**config.mk**
```make
export PLATFORM = sky130hd
export DESIGN_NAME = fault_injection_registry
export DESIGN_NICKNAME = d
export VERILOG_FILES = /design/src/design/fir_pkg.sv /design/src/design/fault_injection_registry.sv
export SDC_FILE = /design/constraint.sdc
export NUM_CORES = 2
export LEC_CHECK = 0
export ABC_AREA = 1
export BUFFER_PORTS_ARGS = -buffer_cell sky130_fd_sc_hd__buf_2
export CAP_MARGIN = 25
export CORE_MARGIN = 5
export CORE_UTILIZATION = 32
export CTS_CLUSTER_SIZE = 10
export DETAILED_ROUTE_END_ITERATION = 8
export GPL_ROUTABILITY_DRIVEN = 0
export MAX_ROUTING_LAYER = met4
export PLACE_DENSITY = 0.45
export SETUP_SLACK_MARGIN = 0.3
export SYNTH_ARGS = -nofsm -noshare
export SYNTH_HDL_FRONTEND = slang
export SYNTH_SLANG_ARGS = --single-unit
```
**constraint.sdc**
```tcl
create_clock -name clk -period 6.2 [get_ports clk]
set_clock_uncertainty 0.1 [all_clocks]
set_input_delay 1.55 -clock clk [delete_from_list [all_inputs] [get_ports clk]]
set_output_delay 1.55 -clock clk [all_outputs]
set_load 0.01 [all_outputs]
```
**src/design/fir_pkg.sv**
```systemverilog
// ----------------------------------------------------------------------------
// fir_pkg
// Shared types and codes of the fault-injection registry: request modes,
// status codes and the layout of one fault table entry.
// ----------------------------------------------------------------------------
`default_nettype none

package fir_pkg;

  localparam int unsigned MODE_W   = 3;
  localparam int unsigned MOD_W    = 4;
  localparam int unsigned OBJ_W    = 8;
  localparam int unsigned FID_W    = 8;
  localparam int unsigned TYPE_W   = 2;
  localparam int unsigned STATUS_W = 2;
  localparam int unsigned NUM_IDS  = 16;

  localparam logic [MODE_W-1:0] MODE_REG_MODULE = 3'd0;
  localparam logic [MODE_W-1:0] MODE_REG_FAULT  = 3'd1;
  localparam logic [MODE_W-1:0] MODE_ENABLE     = 3'd2;
  localparam logic [MODE_W-1:0] MODE_DISABLE    = 3'd3;
  localparam logic [MODE_W-1:0] MODE_QUERY_TYPE = 3'd4;
  localparam logic [MODE_W-1:0] MODE_QUERY_OBJ  = 3'd5;

  localparam logic [STATUS_W-1:0] ST_OK         = 2'd0;
  localparam logic [STATUS_W-1:0] ST_TABLE_FULL = 2'd1;
  localparam logic [STATUS_W-1:0] ST_REG_FULL   = 2'd2;
  localparam logic [STATUS_W-1:0] ST_NO_MATCH   = 2'd3;

  localparam logic [TYPE_W-1:0] NO_FAULT = 2'd3;

  typedef struct packed {
    logic [MOD_W-1:0]  module_id;
    logic [OBJ_W-1:0]  object_id;
    logic [FID_W-1:0]  fault_id;
    logic [TYPE_W-1:0] fault_type;
    logic              enabled;
  } entry_t;

endpackage

`default_nettype wire

```
**src/design/fault_injection_registry.sv**
```systemverilog
// ----------------------------------------------------------------------------
// fault_injection_registry
// Fault table in one synchronous memory, scanned entry by entry for enable,
// disable and queries, with per-module injected flags.
//
//   channel | ports                        | handshake
//   --------+------------------------------+------------------------------
//   request | in_mode .. in_fault_type     | start high while busy low
//   result  | out_status .. out_module_inj | out_valid, one cycle strobe
//
// Register module, register fault and unused modes answer in the cycle after
// the beat. Enable, disable and queries scan the table through the memory
// read port, one entry per cycle; a query stops at its first hit; an empty
// table answers in the cycle after the beat.
// busy is high during the scan. Synchronous active-low reset clears counts
// and flags; table entries are only used below the fill count.
// The receiver cannot stall: each result beat shows for one cycle.
// ----------------------------------------------------------------------------
`default_nettype none

module fault_injection_registry #(
  parameter int unsigned MAX_FAULTS  = 64,
  parameter int unsigned MAX_MODULES = 16
) (
  input  wire                            clk,
  input  wire                            rst_n,
  input  wire                            start,
  output logic                           busy,
  input  wire  [fir_pkg::MODE_W-1:0]     in_mode,
  input  wire  [fir_pkg::MOD_W-1:0]      in_module_id,
  input  wire  [fir_pkg::OBJ_W-1:0]      in_object_id,
  input  wire  [fir_pkg::FID_W-1:0]      in_fault_id,
  input  wire  [fir_pkg::TYPE_W-1:0]     in_fault_type,
  output logic                           out_valid,
  output logic [fir_pkg::STATUS_W-1:0]   out_status,
  output logic [fir_pkg::TYPE_W-1:0]     out_found_type,
  output logic [fir_pkg::MOD_W-1:0]      out_assigned_module,
  output logic                           out_module_injected
);

  import fir_pkg::*;

  localparam int unsigned AW  = (MAX_FAULTS > 1) ? $clog2(MAX_FAULTS) : 1;
  localparam int unsigned FCW = $clog2(MAX_FAULTS + 1);
  localparam int unsigned MCW = $clog2(MAX_MODULES + 1);
  localparam int unsigned MXW = MCW + MOD_W;

  typedef enum logic [0:0] {
    S_IDLE,
    S_SCAN
  } state_t;

  state_t state_r;

  entry_t            table_mem [MAX_FAULTS];
  logic [$bits(entry_t)-1:0] rd_data_r;
  logic [AW-1:0]     rd_addr;
  logic              wr_en;
  logic [AW-1:0]     wr_addr;
  entry_t            wr_data;

  logic [FCW-1:0]    fault_cnt_r;
  logic [MCW-1:0]    mod_cnt_r;
  logic [NUM_IDS-1:0] flags_r;

  logic [MODE_W-1:0] req_mode_r;
  logic [MOD_W-1:0]  req_mod_r;
  logic [OBJ_W-1:0]  req_obj_r;
  logic [FID_W-1:0]  req_fid_r;
  logic [AW-1:0]     idx_r;
  logic              hit_r;

  logic                out_valid_r;
  logic [STATUS_W-1:0] out_status_r;
  logic [TYPE_W-1:0]   out_found_r;
  logic [MOD_W-1:0]    out_assigned_r;
  logic                out_inj_r;

  entry_t         ent;
  logic           id_hit;
  logic           obj_hit;
  logic           sel_hit;
  logic           is_query;
  logic           is_update;
  logic           last;
  logic           known;
  logic           any_hit;
  logic [MXW-1:0] mc_ext;
  logic           in_scan_mode;
  logic           table_full;

  assign ent       = entry_t'(rd_data_r);
  assign id_hit    = (ent.module_id == req_mod_r) && (ent.object_id == req_obj_r) &&
                     (ent.fault_id == req_fid_r);
  assign obj_hit   = (ent.module_id == req_mod_r) && (ent.object_id == req_obj_r) &&
                     ent.enabled;
  assign is_query  = (req_mode_r == MODE_QUERY_TYPE) || (req_mode_r == MODE_QUERY_OBJ);
  assign is_update = (req_mode_r == MODE_ENABLE) || (req_mode_r == MODE_DISABLE);
  assign sel_hit   = (req_mode_r == MODE_QUERY_OBJ) ? obj_hit : id_hit;
  assign last      = ((FCW'(idx_r) + FCW'(1)) == fault_cnt_r);
  assign mc_ext    = MXW'(mod_cnt_r);
  assign known     = (MXW'(req_mod_r) < mc_ext);
  assign any_hit   = hit_r || id_hit;
  assign table_full = (fault_cnt_r >= FCW'(MAX_FAULTS));
  assign in_scan_mode = (in_mode == MODE_ENABLE) || (in_mode == MODE_DISABLE) ||
                        (in_mode == MODE_QUERY_TYPE) || (in_mode == MODE_QUERY_OBJ);

  // read address: entry 0 on the beat, then one ahead of the scan index
  assign rd_addr = (state_r == S_IDLE) ? '0 : AW'(idx_r + AW'(1));

  always_comb begin
    wr_en   = 1'b0;
    wr_addr = idx_r;
    wr_data = ent;
    if (state_r == S_IDLE) begin
      if (start && (in_mode == MODE_REG_FAULT) && !table_full) begin
        wr_en              = 1'b1;
        wr_addr            = fault_cnt_r[AW-1:0];
        wr_data.module_id  = in_module_id;
        wr_data.object_id  = in_object_id;
        wr_data.fault_id   = in_fault_id;
        wr_data.fault_type = in_fault_type;
        wr_data.enabled    = 1'b0;
      end
    end else if (is_update && id_hit) begin
      wr_en           = 1'b1;
      wr_data.enabled = (req_mode_r == MODE_ENABLE);
    end
  end

  always_ff @(posedge clk) begin
    if (wr_en) begin
      table_mem[wr_addr] <= wr_data;
    end
    rd_data_r <= table_mem[rd_addr];
  end

  always_ff @(posedge clk) begin
    if (!rst_n) begin
      state_r     <= S_IDLE;
      fault_cnt_r <= '0;
      mod_cnt_r   <= '0;
      flags_r     <= '0;
      hit_r       <= 1'b0;
      idx_r       <= '0;
      out_valid_r <= 1'b0;
    end else begin
      out_valid_r <= 1'b0;
      unique case (state_r)
        S_IDLE: begin
          if (start) begin
            req_mode_r <= in_mode;
            req_mod_r  <= in_module_id;
            req_obj_r  <= in_object_id;
            req_fid_r  <= in_fault_id;
            idx_r      <= '0;
            hit_r      <= 1'b0;
            if (in_scan_mode && (fault_cnt_r != '0)) begin
              state_r <= S_SCAN;
            end else begin
              out_valid_r    <= 1'b1;
              out_status_r   <= ST_OK;
              out_found_r    <= NO_FAULT;
              out_assigned_r <= '0;
              out_inj_r      <= flags_r[in_module_id];
              unique case (in_mode)
                MODE_REG_MODULE: begin
                  if (mod_cnt_r >= MCW'(MAX_MODULES)) begin
                    out_status_r <= ST_REG_FULL;
                  end else begin
                    out_assigned_r <= mc_ext[MOD_W-1:0];
                    mod_cnt_r      <= mod_cnt_r + MCW'(1);
                  end
                end
                MODE_REG_FAULT: begin
                  if (table_full) begin
                    out_status_r <= ST_TABLE_FULL;
                  end else begin
                    fault_cnt_r <= fault_cnt_r + FCW'(1);
                  end
                end
                MODE_ENABLE, MODE_DISABLE, MODE_QUERY_TYPE, MODE_QUERY_OBJ: begin
                  out_status_r <= ST_NO_MATCH;
                end
                default: begin
                end
              endcase
            end
          end
        end
        S_SCAN: begin
          if (sel_hit) begin
            hit_r <= 1'b1;
          end
          if (is_query && sel_hit) begin
            state_r        <= S_IDLE;
            out_valid_r    <= 1'b1;
            out_status_r   <= ST_OK;
            out_found_r    <= ent.fault_type;
            out_assigned_r <= '0;
            out_inj_r      <= flags_r[req_mod_r];
          end else if (last) begin
            state_r        <= S_IDLE;
            out_valid_r    <= 1'b1;
            out_found_r    <= NO_FAULT;
            out_assigned_r <= '0;
            if (is_update && any_hit) begin
              out_status_r <= ST_OK;
              if (known) begin
                flags_r[req_mod_r] <= (req_mode_r == MODE_ENABLE);
                out_inj_r          <= (req_mode_r == MODE_ENABLE);
              end else begin
                out_inj_r <= flags_r[req_mod_r];
              end
            end else begin
              out_status_r <= ST_NO_MATCH;
              out_inj_r    <= flags_r[req_mod_r];
            end
          end else begin
            idx_r <= AW'(idx_r + AW'(1));
          end
        end
        default: begin
          state_r <= S_IDLE;
        end
      endcase
    end
  end

  assign busy                = (state_r != S_IDLE);
  assign out_valid           = out_valid_r;
  assign out_status          = out_status_r;
  assign out_found_type      = out_found_r;
  assign out_assigned_module = out_assigned_r;
  assign out_module_injected = out_inj_r;

endmodule

`default_nettype wire

```
* Word-level counts from Yosys, hierarchy flattened
Memory sizes are Yosys's and may differ from the RTL's. A register that Yosys moved wholly into a read port is not among the register bits.
Index checks and enable logic that the tools add are counted.
** Storage, ports and cells
- Memory bits (writable) :: 1472
- Register bits :: 69
- Input port bits :: 28
- Memories kept :: 1
** Memories
- table_mem :: words 64, width 23, rd ports 1, clocked after memory_dff 1, wr ports 1, RTL line fault_injection_registry.sv:55 : entry_t table_mem [MAX_FAULTS];
** Cells by class
- Equality and inequality tests :: 19
- Bitwise gates (word level) :: 5
- Add/subtract/negate cells :: 4
- Reduce and logical (&&, ||, !) cells :: 27
- Mux-type cells :: 65
- Order comparisons :: 6
** Operators with widths (count)
- 6-bit two-way mux :: 6
- 1-bit two-way mux :: 28
- 4-bit two-way mux :: 6
- 23-bit two-way mux :: 1
- 22-bit two-way mux :: 1
- 2-bit two-way mux :: 10
- 16-bit bitwise mux :: 1
- 8-bit == test :: 2
- 5-bit AND reduction :: 3
- 3-bit by 2-bit == test with 1-bit output (second input constant) :: 4
- 3-bit == test (second input constant) :: 4
- 6-bit case mux with 2 select lines :: 1
- 1-bit logical AND :: 10
- 4-bit by 5-bit less-than comparator with 1-bit output (second input constant) :: 2
- 1-bit binary-select mux with 4-bit select :: 2
- 2-bit inequality test (second input constant) :: 4
- 1-bit case mux with 2 select lines :: 4
- 2-bit case mux with 2 select lines :: 2
- 4-bit case mux with 2 select lines :: 1
- 6-bit by 1-bit adder with 7-bit output (second input constant) :: 1
- 7-bit by 1-bit adder with 7-bit output (second input constant) :: 1
- 7-bit == test :: 1
- 7-bit greater-or-equal comparator (second input constant) :: 1
- 7-bit nonzero test :: 1
- other kinds (19) :: 29

* Longest topological paths before layout
- Depth in word-level cells :: 9
- Depth in mapped cells :: 15

* Worst setup path before layout
No wires, ideal clock.
- Path type :: in2reg
- Start point :: input in_mode[1] in the netlist's numbering
- End point :: memory table_mem[0][19] in the netlist's numbering, data pin
- Stages on the path :: 7
- Slack :: 0.543 ns
- Data required time :: 5.398 ns
- Data arrival time :: 4.855 ns
- Cells stage by stage :: nor2_1 nand2_1 nor2_1 nand3_2 buf_2 clkbuf_1 o21ai_0
** RTL lines
- start, declared :: RTL line fault_injection_registry.sv:29 : input wire [fir_pkg::MODE_W-1:0] in_mode,
- end, declared :: RTL line fault_injection_registry.sv:55

* Worst setup path after layout
- Start point :: input in_mode[1] in the netlist's numbering
- End point :: memory table_mem[0][7] in the netlist's numbering, enable pin
** Between the ends
- Word-level cells in the longest chain between the ends :: 7
- Elaborated cells on any way between the ends :: 9
- Classes of those cells :: eq/ne (1); mux (6); reduce/logical (2)
** Ends and longest elaborated chain
- 3-bit by 1-bit == test with 1-bit output (*) :: RTL line fault_injection_registry.sv:116 : if (start && (in_mode == MODE_REG_FAULT) && !table_full) begin
- 1-bit logical AND (*) (2 in series) :: RTL line fault_injection_registry.sv:116
- 1-bit two-way mux :: RTL line fault_injection_registry.sv:116
- 1-bit two-way mux :: RTL line fault_injection_registry.sv:115 : if (state_r == S_IDLE) begin
- 1-bit two-way mux :: RTL line fault_injection_registry.sv:132 : if (wr_en) begin
- 1-bit two-way mux (implied by the code) :: RTL line fault_injection_registry.sv:133 : table_mem[wr_addr] <= wr_data;
Mark *: on every way between the ends. The rest lies on a longest branch, timed or not.

==> out/summary.txt <==
startpoint types = input port
post-synthesis simple-gate area fraction = 0.104
top cells by count, synth = edfxtp_1 (1504), nor2_1 (964), o21ai_0 (711), nand2_1 (354), o211ai_1 (303)
CP Cell Sequence = buf_2, nor2_1, nand2_1, nor2_1, nand3_2, o21ai_0, inv_1, nor2_1, nand3_1, buf_4, nor2_2, buf_4
static leakage power = 0.0228 µW
Top FF cell, synth = edfxtp_1
fmax = 226 MHz
slew of the pin with the lowest slew margin = 1.08 ns
Reg area = 46400 µm²
post-CTS setup buffer count = 0
WHS Path Cells = 2
crit path max-delay cell type = o21ai_0
routed wire length per instance = 26.3 µm
core area = 195000 µm²
Final Cell Area = 71700 µm²
layout cells sized above 1 = 0.103
CP arrival = 4.75 ns
DR vias = 40200
Hold Path Class = register to register
Adder-Cell Fraction of Synth Area = 0.00180
Worst setup EP type = register
Seq/Total Area, Yosys = 0.741
Slew Limit Headroom = 0.275
Yosys top cell by area = edfxtp_1
starting density of the core = 0.321
async set-or-reset flop fraction in the synthesized netlist = 0
H-tree levels = 4
CP most frequent cell = nor2_1
port bufs = 38
CTS resizes = 0
DIE AREA = 204000 µm²
grt total ovfl = 0
CP Data Required Time = 6.53 ns
mux contribution to synthesized area = 0
cell with the most instances after synthesis = edfxtp_1
outcome = complete, no violations
area of the multi-input gates = 14700 µm²
Post-Synthesis Cell Area = 62500 µm²
cells after synthesis = 4929
Die X = 452 µm
dpl ws = 1.03 ns
area delta synth->final = 14.7%
root buffer cell = clkbuf_16
destination of the worst hold path = mod_cnt_r[4]$_SDFFE_PN0P_
Placed Instances = 7351
synth warn = 0
setup_tns = 0 ns
clock-pin slew on the worst setup and hold paths = 0.06 ns
Worst-Skew Late Latency = 0.82 ns
R2R cell count = 12
clock sink count = 1564
worst r2r src = idx_r[1]$_SDFFE_PN0P_
post-synthesis compound-gate area fraction = 0.122
vias in the first global route = 38100
minimum clock period = 4.42 ns
Post-synth EDFFs = 1504
largest net degree at the start of global routing = 139
Setup-failing EPs final = 0
CTS hold repair buffers = 0
CP max stage delay = 0.59 ns
Hold WS = 0.361 ns
DRC violations left = 0
worst r2r dst = ent[13]$_DFF_P_
Finished Layout Cells = 7611
CTS tree = yes
DR iter-0 viols = 4055
GR Util met3 = 0.0272
DR pass1 iterations = 5
worst-path fanout max = 23
DRT Wirelength = 200 mm
largest family of logic cells by synthesized area = compound AO/OA/AOI/OAI gates
Crit Path Class = input port to register
synthesis-stage register bit count = 1564
first-pass GRT wire length = 285 mm
Post-DP Area = 66700 µm²
max-cap violations = 0
CTS max path bufs = 3
Post-Syn Area per Cell = 12.7 µm²
HPWL Detailed = 117 mm
I/O pin count = 39
vias per cell = 5.29
top area cells in the synthesized netlist = edfxtp_1 (72%), nor2_1 (5.8%), o21ai_0 (5.7%)
Slew Viols, Final = 0
# rows = 162
maximum vdd drop = 0.184 mV
met1 Resource Use GR = 0.278
Overall Global Routing Usage = 0.197
Unique masters post-synth = 41
HP Start = mod_cnt_r[3]$_SDFFE_PN0P_
initial antenna violation count = 6
Die Ht = 452 µm
Net Count, Synth = 4966
final-report hold violation count = 0
Routed Antenna Nets = 0
RSZ-0062 raised after global routing = no
final-layout fill cell count = 18800
post-layout net count = 5028
PwrDens = 302 nW/µm²
R2R setup slack = 1.89 ns
CTS buffer count = 178
setup ws final = 1.78 ns
busiest grt layer = met2
GR Layer Usage met2 = 0.299
share of the clock period used by the worst path = 0.712
Post-Synth XOR/XNOR Area = 0.00140
Yosys top cell area share = 0.722
==> worst max-delay path by stage <==
stage,start,end,cells after the start
after floorplan,in_mode[1],table_mem[0][19]$_DFFE_PP_,7
after global placement,in_mode[1],table_mem[0][0]$_DFFE_PP_,12
after global routing,in_mode[1],table_mem[0][7]$_DFFE_PP_,12
after detailed placement,in_mode[1],table_mem[0][0]$_DFFE_PP_,12
after CTS,in_mode[1],table_mem[0][7]$_DFFE_PP_,12
final,in_mode[1],table_mem[0][7]$_DFFE_PP_,12
==> worst max-delay path: cells and delay by family <==
| kind | cells | cell delay [ns] |
|---|---|---|
| compound gates | 1 | 0.59 |
| buf+inv | 4 | 1.05 |
| simple gates | 7 | 1.51 |
==> final cells by class <==
cell class                      count  area share
Sequential cell                  1564       0.646
Multi-Input combinational cell   2905       0.205
Clock buffer                      237      0.0664
Tap cell                         2542      0.0443
Timing Repair Buffer              213      0.0267
Inverter                          129     0.00699
Clock inverter                     16     0.00391
Antenna cell                        5    0.000174
==> sequential cells by signal, summed over array words and instances (netlist names), 5 cells and up <==
name,cells
table_mem,1472
idx_r,6
req_obj_r,8
flags_r,16
ent,23
fault_cnt_r,7
req_fid_r,8
mod_cnt_r,5
==> power breakdown <==
group	switching, µW	internal [µW]
Combinational	448	109
Sequential	15.2	11600
Clock	4120	5360
Total	4590	17100
==> routing by layer <==
| metal | up-vias | share of wire |
|---|---|---|
| met4 | 0 | 0.025 |
| met2 | 1200 | 0.46 |
| li1 | 18300 | - |
| met3 | 239 | 0.052 |
| met5 | - | 0 |
| met1 | 20500 | 0.46 |
==> cells by family (layout without fill, tap and decap cells) <==
kind of cell | Yosys count | after routing
XOR/XNOR | 10 | 10
flip-flops | 1564 | 1564
other | 0 | 5
AO/OA/AOI/OAI | 1279 | 1279
buffers and inverters | 460 | 595
adder cells (fa/ha/maj) | 9 | 9
AND/OR/NAND/NOR | 1607 | 1607
==> per-stage QoR <==
step,utilization,total power [µW]
floorplan,-,12100
global placement,0.342,12400
detailed placement,0.343,12400
CTS,0.368,21900
global route,0.369,22300
finish,0.369,21700
==> layout by cell type, fill, tap and decap left out, types with 4 or more instances in the layout <==
master,instances
a21oi_1,44
a22oi_1,8
buf_12,33
buf_2,38
buf_4,142
clkbuf_1,55
clkbuf_16,182
clkinv_1,5
clkinv_16,4
clkinv_8,4
dfxtp_1,59
diode_2,5
edfxtp_1,1504
ha_1,9
inv_1,118
inv_2,6
nand2_1,346
nand2_2,10
nand3_1,238
nand4_1,27
nor2_1,896
nor2_2,67
nor3_1,7
o211ai_1,303
o21ai_0,697
o21ai_1,7
o21ai_4,14
o221ai_1,68
o22ai_1,131
xnor2_1,9
Power figures use the tool's default switching activity.
